File: config.mk
export PLATFORM = sky130hd
export DESIGN_NAME = banker_safety_allocator
export DESIGN_NICKNAME = d
export VERILOG_FILES = /design/src/rtl/core/bsa_pkg.sv /design/src/rtl/core/bsa_ctrl.sv /design/src/rtl/core/bsa_datapath.sv /design/src/rtl/core/banker_safety_allocator.sv
export SDC_FILE = /design/constraint.sdc
export NUM_CORES = 2
export LEC_CHECK = 0
export ABC_AREA = 1
export BUFFER_PORTS_ARGS = -buffer_cell sky130_fd_sc_hd__buf_2
export CORE_MARGIN = 4
export CORE_UTILIZATION = 60
export CTS_BUF_LIST = sky130_fd_sc_hd__clkbuf_4
export CTS_CLUSTER_DIAMETER = 80
export DETAILED_ROUTE_END_ITERATION = 6
export GPL_ROUTABILITY_DRIVEN = 1
export PLACE_DENSITY = 0.77
export SLEW_MARGIN = 20
export SYNTH_ARGS = -nofsm -noshare
export SYNTH_HDL_FRONTEND = slang
export SYNTH_SLANG_ARGS = --single-unit
export TNS_END_PERCENT = 1
File: constraint.sdc
create_clock -name clk -period 7.1 [get_ports clk]
set_clock_uncertainty 0.2 [all_clocks]
set_input_delay 0.71 -clock clk [delete_from_list [all_inputs] [get_ports clk]]
set_output_delay 0.71 -clock clk [all_outputs]
set_load 0.02 [all_outputs]
File: src/rtl/core/bsa_pkg.sv
// bsa_pkg: shared types, codes and constants of the banker safety allocator.
// Used by bsa_ctrl, bsa_datapath and banker_safety_allocator. No dependencies.
`timescale 1ns / 1ps
package bsa_pkg;

	localparam int NUM_PROCS_DEF   = 5;
	localparam int COUNT_WIDTH_DEF = 8;
	localparam int NUM_RES         = 3;
	localparam int OP_W            = 3;
	localparam int PROC_W          = 3;
	localparam int AMOUNT_W        = 8;
	localparam int STATUS_W        = 3;
	localparam int ORDER_SLOTS     = 5;
	localparam int ORDER_W         = ORDER_SLOTS * PROC_W;
	localparam int OCOUNT_W        = 3;

	typedef enum logic [OP_W-1:0] {
		OP_LOAD_ALLOC = 3'd0,
		OP_LOAD_NEED  = 3'd1,
		OP_LOAD_AVAIL = 3'd2,
		OP_REQUEST    = 3'd3,
		OP_CHECK      = 3'd4
	} op_t;

	typedef enum logic [STATUS_W-1:0] {
		ST_OK         = 3'd0,
		ST_EXC_NEED   = 3'd1,
		ST_EXC_AVAIL  = 3'd2,
		ST_UNSAFE     = 3'd3,
		ST_LOADED     = 3'd4
	} status_t;

	typedef enum logic [2:0] {
		S_IDLE,
		S_EXEC,
		S_REQ_TEST,
		S_SCAN,
		S_FINISH,
		S_RESP
	} state_t;

	typedef struct packed {
		logic    latch;
		logic    load_row;
		logic    load_avail;
		logic    grant;
		logic    scan_init;
		logic    scan_step;
		logic    rollback;
		logic    status_we;
		status_t status_code;
	} cmd_t;

	typedef struct packed {
		op_t  op;
		logic proc_ok;
		logic exceeds_need;
		logic exceeds_avail;
		logic scan_done;
		logic safe;
	} sts_t;

endpackage

File: src/rtl/core/bsa_ctrl.sv
// bsa_ctrl: sequencing state machine of the banker safety allocator.
// Depends on bsa_pkg; drives bsa_datapath through cmd_t, reads sts_t.
`timescale 1ns / 1ps
module bsa_ctrl (
	input  logic           clk,
	input  logic           arst_n,
	input  logic           start,
	output logic           busy,
	output logic           done,
	input  bsa_pkg::sts_t  sts,
	output bsa_pkg::cmd_t  cmd
);

	bsa_pkg::state_t state_q, state_d;

	always_ff @(posedge clk or negedge arst_n) begin
		if (!arst_n) begin
			state_q <= bsa_pkg::S_IDLE;
		end else begin
			state_q <= state_d;
		end
	end

	always_comb begin
		state_d = state_q;
		cmd = '0;
		cmd.status_code = bsa_pkg::ST_LOADED;
		case (state_q)
			bsa_pkg::S_IDLE: begin
				if (start) begin
					cmd.latch = 1'b1;
					state_d = bsa_pkg::S_EXEC;
				end
			end
			bsa_pkg::S_EXEC: begin
				case (sts.op)
					bsa_pkg::OP_LOAD_ALLOC, bsa_pkg::OP_LOAD_NEED: begin
						cmd.load_row = sts.proc_ok;
						cmd.status_we = 1'b1;
						state_d = bsa_pkg::S_RESP;
					end
					bsa_pkg::OP_LOAD_AVAIL: begin
						cmd.load_avail = 1'b1;
						cmd.status_we = 1'b1;
						state_d = bsa_pkg::S_RESP;
					end
					bsa_pkg::OP_REQUEST: begin
						state_d = bsa_pkg::S_REQ_TEST;
					end
					bsa_pkg::OP_CHECK: begin
						cmd.scan_init = 1'b1;
						state_d = bsa_pkg::S_SCAN;
					end
					default: begin
						cmd.status_we = 1'b1;
						state_d = bsa_pkg::S_RESP;
					end
				endcase
			end
			bsa_pkg::S_REQ_TEST: begin
				if (!sts.proc_ok || sts.exceeds_need) begin
					cmd.status_we = 1'b1;
					cmd.status_code = bsa_pkg::ST_EXC_NEED;
					state_d = bsa_pkg::S_RESP;
				end else if (sts.exceeds_avail) begin
					cmd.status_we = 1'b1;
					cmd.status_code = bsa_pkg::ST_EXC_AVAIL;
					state_d = bsa_pkg::S_RESP;
				end else begin
					cmd.grant = 1'b1;
					cmd.scan_init = 1'b1;
					state_d = bsa_pkg::S_SCAN;
				end
			end
			bsa_pkg::S_SCAN: begin
				cmd.scan_step = 1'b1;
				if (sts.scan_done) begin
					state_d = bsa_pkg::S_FINISH;
				end
			end
			bsa_pkg::S_FINISH: begin
				cmd.status_we = 1'b1;
				if (sts.safe) begin
					cmd.status_code = bsa_pkg::ST_OK;
				end else begin
					cmd.status_code = bsa_pkg::ST_UNSAFE;
					cmd.rollback = (sts.op == bsa_pkg::OP_REQUEST);
				end
				state_d = bsa_pkg::S_RESP;
			end
			bsa_pkg::S_RESP: begin
				state_d = bsa_pkg::S_IDLE;
			end
			default: begin
				state_d = bsa_pkg::S_IDLE;
			end
		endcase
	end

	assign busy = (state_q != bsa_pkg::S_IDLE);
	assign done = (state_q == bsa_pkg::S_RESP);

	a_accept_busy: assert property (@(posedge clk) disable iff (!arst_n)
		start && !busy |=> busy)
		else $error("accepted item did not raise busy");

	a_done_pulse: assert property (@(posedge clk) disable iff (!arst_n)
		done |=> !done && !busy)
		else $error("result strobe longer than one cycle");

	a_rollback_req: assert property (@(posedge clk) disable iff (!arst_n)
		cmd.rollback |-> sts.op == bsa_pkg::OP_REQUEST && !sts.safe)
		else $error("rollback outside an unsafe request");

	a_grant_checked: assert property (@(posedge clk) disable iff (!arst_n)
		cmd.grant |-> sts.proc_ok && !sts.exceeds_need && !sts.exceeds_avail)
		else $error("grant without passing request checks");

endmodule

File: src/rtl/core/bsa_datapath.sv
// bsa_datapath: allocation/need tables, available vector, request checks and
// the safety scan registers. Depends on bsa_pkg; commanded by bsa_ctrl.
`timescale 1ns / 1ps
module bsa_datapath #(
	parameter int NUM_PROCS   = bsa_pkg::NUM_PROCS_DEF,
	parameter int COUNT_WIDTH = bsa_pkg::COUNT_WIDTH_DEF
) (
	input  logic                              clk,
	input  logic                              arst_n,
	input  logic [bsa_pkg::OP_W-1:0]          operation,
	input  logic [bsa_pkg::PROC_W-1:0]        process,
	input  logic [bsa_pkg::AMOUNT_W-1:0]      amount_0,
	input  logic [bsa_pkg::AMOUNT_W-1:0]      amount_1,
	input  logic [bsa_pkg::AMOUNT_W-1:0]      amount_2,
	input  bsa_pkg::cmd_t                     cmd,
	output bsa_pkg::sts_t                     sts,
	output logic [bsa_pkg::STATUS_W-1:0]      status,
	output logic                              safe,
	output logic [bsa_pkg::ORDER_W-1:0]       safe_order,
	output logic [bsa_pkg::OCOUNT_W-1:0]      order_count
);

	localparam int IW  = $clog2(NUM_PROCS);
	localparam int PCW = $clog2(NUM_PROCS + 1);
	localparam int NR  = bsa_pkg::NUM_RES;

	typedef logic [COUNT_WIDTH-1:0] cnt_t;

	cnt_t alloc_q [NUM_PROCS][NR];
	cnt_t need_q  [NUM_PROCS][NR];
	cnt_t avail_q [NR];
	cnt_t work_q  [NR];
	cnt_t amt_q   [NR];
	cnt_t sv_alloc_q [NR];
	cnt_t sv_need_q  [NR];
	cnt_t sv_avail_q [NR];

	bsa_pkg::op_t                 op_q;
	logic [bsa_pkg::PROC_W-1:0]   proc_q;
	logic [NUM_PROCS-1:0]         fin_q;
	logic [IW-1:0]                ptr_q;
	logic [PCW-1:0]               placed_q;
	logic [bsa_pkg::ORDER_W-1:0]  order_q;
	bsa_pkg::status_t             status_q;

	logic          proc_ok;
	logic [IW-1:0] proc_idx;
	logic [IW-1:0] rd_idx;
	cnt_t          need_rd [NR];
	cnt_t          alloc_rd [NR];
	cnt_t          grant_alloc [NR];
	cnt_t          work_sum [NR];
	logic          fits;
	logic          take;
	logic          last_place;
	logic          exc_need;
	logic          exc_avail;

	function automatic cnt_t sat_add(input cnt_t a, input cnt_t b);
		logic [COUNT_WIDTH:0] s;
		s = {1'b0, a} + {1'b0, b};
		return s[COUNT_WIDTH] ? {COUNT_WIDTH{1'b1}} : s[COUNT_WIDTH-1:0];
	endfunction

	assign proc_ok  = ({1'b0, proc_q} < (bsa_pkg::PROC_W + 1)'(NUM_PROCS));
	assign proc_idx = proc_ok ? proc_q[IW-1:0] : '0;
	assign rd_idx   = cmd.scan_step ? ptr_q : proc_idx;

	always_comb begin
		fits = !fin_q[rd_idx];
		exc_need = 1'b0;
		exc_avail = 1'b0;
		for (int j = 0; j < NR; j++) begin
			need_rd[j]     = need_q[rd_idx][j];
			alloc_rd[j]    = alloc_q[rd_idx][j];
			grant_alloc[j] = sat_add(alloc_rd[j], amt_q[j]);
			work_sum[j]    = sat_add(work_q[j], alloc_rd[j]);
			if (need_rd[j] > work_q[j]) fits = 1'b0;
			if (amt_q[j] > need_rd[j]) exc_need = 1'b1;
			if (amt_q[j] > avail_q[j]) exc_avail = 1'b1;
		end
	end

	assign take       = cmd.scan_step && fits;
	assign last_place = (placed_q == PCW'(NUM_PROCS - 1));

	always_ff @(posedge clk or negedge arst_n) begin
		if (!arst_n) begin
			for (int p = 0; p < NUM_PROCS; p++) begin
				for (int j = 0; j < NR; j++) begin
					alloc_q[p][j] <= '0;
					need_q[p][j]  <= '0;
				end
			end
			for (int j = 0; j < NR; j++) begin
				avail_q[j] <= '0;
			end
			fin_q    <= '0;
			ptr_q    <= '0;
			placed_q <= '0;
			order_q  <= '0;
			status_q <= bsa_pkg::ST_LOADED;
		end else begin
			if (cmd.latch) begin
				placed_q <= '0;
				order_q  <= '0;
			end
			if (cmd.load_row) begin
				for (int j = 0; j < NR; j++) begin
					if (op_q == bsa_pkg::OP_LOAD_ALLOC) alloc_q[proc_idx][j] <= amt_q[j];
					else need_q[proc_idx][j] <= amt_q[j];
				end
			end
			if (cmd.load_avail) begin
				for (int j = 0; j < NR; j++) avail_q[j] <= amt_q[j];
			end
			if (cmd.grant) begin
				for (int j = 0; j < NR; j++) begin
					avail_q[j]           <= avail_q[j] - amt_q[j];
					alloc_q[proc_idx][j] <= grant_alloc[j];
					need_q[proc_idx][j]  <= need_rd[j] - amt_q[j];
				end
			end
			if (cmd.rollback) begin
				for (int j = 0; j < NR; j++) begin
					avail_q[j]           <= sv_avail_q[j];
					alloc_q[proc_idx][j] <= sv_alloc_q[j];
					need_q[proc_idx][j]  <= sv_need_q[j];
				end
			end
			if (cmd.scan_init) begin
				fin_q    <= '0;
				ptr_q    <= '0;
				placed_q <= '0;
				order_q  <= '0;
			end
			if (cmd.scan_step) begin
				if (fits) begin
					fin_q[ptr_q] <= 1'b1;
					placed_q     <= placed_q + PCW'(1);
					ptr_q        <= '0;
					for (int k = 0; k < bsa_pkg::ORDER_SLOTS; k++) begin
						if (32'(placed_q) == k)
							order_q[k*bsa_pkg::PROC_W +: bsa_pkg::PROC_W]
								<= bsa_pkg::PROC_W'(ptr_q);
					end
				end else begin
					ptr_q <= ptr_q + IW'(1);
				end
			end
			if (cmd.status_we) status_q <= cmd.status_code;
		end
	end

	// item payload, rollback snapshot and work vector
	always_ff @(posedge clk) begin
		if (cmd.latch) begin
			op_q     <= bsa_pkg::op_t'(operation);
			proc_q   <= process;
			amt_q[0] <= COUNT_WIDTH'(amount_0);
			amt_q[1] <= COUNT_WIDTH'(amount_1);
			amt_q[2] <= COUNT_WIDTH'(amount_2);
		end
		if (cmd.grant) begin
			for (int j = 0; j < NR; j++) begin
				sv_avail_q[j] <= avail_q[j];
				sv_alloc_q[j] <= alloc_rd[j];
				sv_need_q[j]  <= need_rd[j];
			end
		end
		if (cmd.scan_init) begin
			for (int j = 0; j < NR; j++) begin
				work_q[j] <= cmd.grant ? avail_q[j] - amt_q[j] : avail_q[j];
			end
		end else if (take) begin
			for (int j = 0; j < NR; j++) work_q[j] <= work_sum[j];
		end
	end

	always_comb begin
		sts = '0;
		sts.op            = op_q;
		sts.proc_ok       = proc_ok;
		sts.exceeds_need  = exc_need;
		sts.exceeds_avail = exc_avail;
		sts.scan_done     = fits ? last_place : (ptr_q == IW'(NUM_PROCS - 1));
		sts.safe          = (placed_q == PCW'(NUM_PROCS));
	end

	assign status      = status_q;
	assign safe        = (placed_q == PCW'(NUM_PROCS));
	assign safe_order  = order_q;
	assign order_count = (32'(placed_q) > 32'd7) ? bsa_pkg::OCOUNT_W'(7)
		: bsa_pkg::OCOUNT_W'(placed_q);

endmodule

File: src/rtl/core/banker_safety_allocator.sv
// banker_safety_allocator: a load steps S_EXEC, S_RESP; a rejected request S_EXEC,
// S_REQ_TEST, S_RESP. A check steps S_EXEC, S_SCAN, S_FINISH, S_RESP; a granted request
// steps S_REQ_TEST between S_EXEC and S_SCAN. The scan reads one process row per cycle.
// One item at a time: busy from accept through done, next accept after busy falls.
// Results stay registered; done is high for a single cycle; the receiver cannot stall.
// arst_n clears the tables, the available vector and the controller.
`timescale 1ns / 1ps
module banker_safety_allocator #(
	parameter int NUM_PROCS   = bsa_pkg::NUM_PROCS_DEF,
	parameter int COUNT_WIDTH = bsa_pkg::COUNT_WIDTH_DEF
) (
	input  logic                          clk,
	input  logic                          arst_n,
	input  logic                          start,
	output logic                          busy,
	input  logic [bsa_pkg::OP_W-1:0]      operation,
	input  logic [bsa_pkg::PROC_W-1:0]    process,
	input  logic [bsa_pkg::AMOUNT_W-1:0]  amount_0,
	input  logic [bsa_pkg::AMOUNT_W-1:0]  amount_1,
	input  logic [bsa_pkg::AMOUNT_W-1:0]  amount_2,
	output logic                          done,
	output logic [bsa_pkg::STATUS_W-1:0]  status,
	output logic                          safe,
	output logic [bsa_pkg::ORDER_W-1:0]   safe_order,
	output logic [bsa_pkg::OCOUNT_W-1:0]  order_count
);

	bsa_pkg::cmd_t cmd;
	bsa_pkg::sts_t sts;

	bsa_ctrl u_ctrl (
		.clk    (clk),
		.arst_n (arst_n),
		.start  (start),
		.busy   (busy),
		.done   (done),
		.sts    (sts),
		.cmd    (cmd)
	);

	bsa_datapath #(
		.NUM_PROCS   (NUM_PROCS),
		.COUNT_WIDTH (COUNT_WIDTH)
	) u_dp (
		.clk         (clk),
		.arst_n      (arst_n),
		.operation   (operation),
		.process     (process),
		.amount_0    (amount_0),
		.amount_1    (amount_1),
		.amount_2    (amount_2),
		.cmd         (cmd),
		.sts         (sts),
		.status      (status),
		.safe        (safe),
		.safe_order  (safe_order),
		.order_count (order_count)
	);

endmodule
==> results.json <==
{
  "numCtsBuffers": 116,
  "drive_gt1_frac": 0.07035,
  "slew_viol_final": 0,
  "yosysTopAreaCellShare": 0.2233,
  "io_pins": 57,
  "io_buffers": 56,
  "clock_sinks": 422,
  "die_h_um": 242.7,
  "core_area_um2": 54240,
  "fin_tns_setup_ps": 0,
  "antenna_found_initial": 4,
  "place_congestion": 0.9850,
  "synth_ff_type": "dfrtp_1",
  "syn_nets": 5279,
  "first_pass_iters": 7,
  "fin_crit_ps": 6170,
  "stdcell_area_um2": 35450,
  "insertion_delay_ps": 980,
  "nNetsFinal": 5243,
  "hold_violations": 0,
  "htreeDepth": 3,
  "cp.arrival_ps": 6520,
  "dieArea_um2": 58920,
  "dr_total_vias": 35340,
  "wl_per_cell_um": 19.48,
  "yosysMostFrequentCell": "nand2_1",
  "drv_cap": 0,
  "worst-slew-pin-transition_ps": 1193,
  "netlist_top_cells_area": "dfrtp_1 22%, nand2_1 22%, edfxtp_1 11%",
  "p_per_area_nw_per_um2": 426.8,
  "synth-seq-cells": 422,
  "slew_headroom": 0.2017,
  "grt_pass1_vias": 31909,
  "dp_slack_ps": 1084,
  "syn_to_final_growth_pct": 7.213,
  "initial_core_util": 0.6096,
  "grt_use_total": 0.3745,
  "yosys.area.top_type": "dfrtp_1",
  "die-width_um": 242.7,
  "setup_ws_ps": 929.8,
  "cts_tree": "built",
  "vias_per_cell": 6.013,
  "ant_nets": 0,
  "cts_buffer_depth": 3,
  "dpl.hpwl_mm": 69.18,
  "netlist_top_cells_count": "1,907 x nand2_1, 674 x o21ai_0, 439 x inv_1, 298 x nor2_1, 295 x dfrtp_1",
  "clk_root_buffer_cell": "clkbuf_4",
  "fp-row-count": 85,
  "finalWirelength_mm": 114.5,
  "end_kind": "flip-flop",
  "synth_edf_count": 126,
  "yosysWarnings": 0,
  "clkTransAtPathRegs_ps": 80,
  "syn_inst": 5107,
  "fin_crit_sh": 0.8690,
  "path_class": "reg -> reg",
  "grt_max_degree": 201,
  "ir_drop_v": 0.0003217,
  "dpl_cell_area_um2": 33530,
  "fin_util": 0.6535,
  "p_total_mw": 15.13,
  "drc": 0,
  "status": "completed",
  "setup_viol": 0,
  "crit_fanout": 49,
  "leakage_nw": 17.84,
  "synth.distinct_cells": 46,
  "rsz0062_at_grt": "false",
  "syn_area_um2": 33060,
  "hold_path.class": "in -> async",
  "seq_area_frac_synth": 0.3385,
  "async_reset_ff_frac": 0.7014,
  "drt_first_iter_violations": 4547,
  "startpoint_type": "flip-flop",
  "avgSynthCellArea_um2": 6.474,
  "critPathRequiredTime_ps": 7450,
  "fmax_mhz": 162.1,
  "grt_remaining_overflow": 0,
  "grt_pass1_wl_mm": 177.0
}
final cells by class:
type	instances	area (um2)
Clock buffer	172	1291
Clock inverter	49	240.2
Fill cell	5007	18790
Inverter	455	1724
Tap cell	696	870.8
Timing Repair Buffer	148	1156
Multi-Input combinational cell	3928	18950
Sequential cell	422	11190
Antenna cell	7	17.52
report_power, final:
part / switching, mW / total (mW) / internal (mW)
combinational: 5.86 / 8.83 / 2.97
clock: 1.19 / 2.35 / 1.15
sequential: 0.626 / 3.95 / 3.33
total: 7.68 / 15.1 / 7.45
kinds of logic (layout without fill, tap and decap cells):
| family | after synthesis | after routing | synth area share |
|---|---|---|---|
| flip-flops | 422 | 422 | 0.3385 |
| buffers and inverters | 757 | 824 | 0.09147 |
| XOR/XNOR | 37 | 37 | 0.009802 |
| other | 0 | 7 | 0 |
| AND/OR/NAND/NOR | 2557 | 2557 | 0.3095 |
| AO/OA/AOI/OAI | 1188 | 1188 | 0.1933 |
| adder cells (fa/ha/maj) | 139 | 139 | 0.05533 |
| multiplexers | 7 | 7 | 0.002119 |
worst max-delay path, stage by stage, from the launching register on:
cell     delay, ps
dfrtp_1        470
nand2_1         70
nor2_1          90
buf_4          200
nand2_1        160
nand2_4        360
inv_2          270
nor3_4         290
inv_1          240
buf_4          320
o21ai_0        380
ha_1           280
nand3_1        100
nand2_1        140
nand2_1         70
nand2_1         80
nand3_2        130
nor2_4         220
nand3_4        580
nand2_1        400
inv_1          150
nand2_1        120
buf_4          400
stage by stage:
stage | cells | hold slack [ps]
2_1_floorplan | 5107 | 214.4
3_3_place_gp | 5616 | 256.1
5_1_grt | 5872 | 208.8
4_1_cts | 5869 | 164.9
6_report | 5877 | 174.4
3_5_place_dp | 5616 | 259.7
final timing paths:
check	slack (ps)	end	start	cells past startpoint
max	930	u_dp.work_q[0][8]$_DFFE_PP_	u_ctrl.state_q[0]$_DFFE_PN0P_	22
min	170	u_dp.avail_q[3]$_DFFE_PN0P_	arst_n	2
min reg2reg	250	u_dp.sv_avail_q[0][0]$_DFFE_PN_	u_dp.avail_q[16]$_DFFE_PN0P_	0
max in group asynchronous	4980	u_dp.safe_order[4]$_DFF_PN0_	arst_n	3
max reg2reg	930	u_dp.work_q[0][8]$_DFFE_PP_	u_ctrl.state_q[0]$_DFFE_PN0P_	22
min in group clk	250	u_dp.sv_avail_q[0][0]$_DFFE_PN_	u_dp.avail_q[16]$_DFFE_PN0P_	0
state kept, by name, indices dropped and copies added, names as in the netlist:
register and count:
u_dp.need_q 120, u_dp.alloc_q 120, u_dp.avail_q 24, u_dp.sv_alloc_q 24
u_dp.op_q 3, u_dp.sv_avail_q 24, u_dp.proc_q 3, u_ctrl.state_q 3
u_dp.sv_need_q 24, u_dp.safe_order 15, u_dp.amt_q 24, u_dp.fin_q 5
u_dp.order_count 3, u_dp.work_q 24, u_dp.status 3, u_dp.ptr_q 3
cells in the final DEF, fill, tap and decap left out, types with 7 or more instances in the layout:
master,synthesis,final
mux2i_1,7,7
clkinv_2,0,8
fa_1,12,12
nand2_1,1907,1899
ha_1,127,127
o21ai_1,124,124
inv_1,439,439
or2_2,20,20
nand3b_1,10,10
buf_2,68,55
xnor2_1,16,16
o211ai_1,8,8
dfrtp_1,295,295
nor2_4,2,9
a21oi_1,219,219
a32o_1,18,18
clkbuf_4,0,172
o22ai_1,28,28
xor2_1,21,21
nor3_1,10,10
nand3_1,235,235
a21boi_0,69,69
diode_2,0,7
a21o_1,7,7
dlygate4sd3_1,0,32
nand2_2,3,7
o21a_1,22,22
edfxtp_1,126,126
clkinv_1,3,37
inv_2,13,11
nor2_1,298,293
buf_4,0,53
nand4_1,62,62
o21ai_0,674,674
layer usage:
metal | vias to the layer above | wire length [um] | track usage
met5 | - | 13 | 0
met4 | 2 | 6128 | 0.1872
met3 | 450 | 14640 | 0.08708
met2 | 2346 | 49360 | 0.5740
met1 | 15873 | 44370 | 0.5000
li1 | 16669 | - | -
what timing repair did:
action                                 CTS  global route
hold buffers                            32             0
endpoints found under the hold margin  116             0
resized for setup                        0             0
buffers inserted                         0             0
Power figures use the tool's default switching activity.
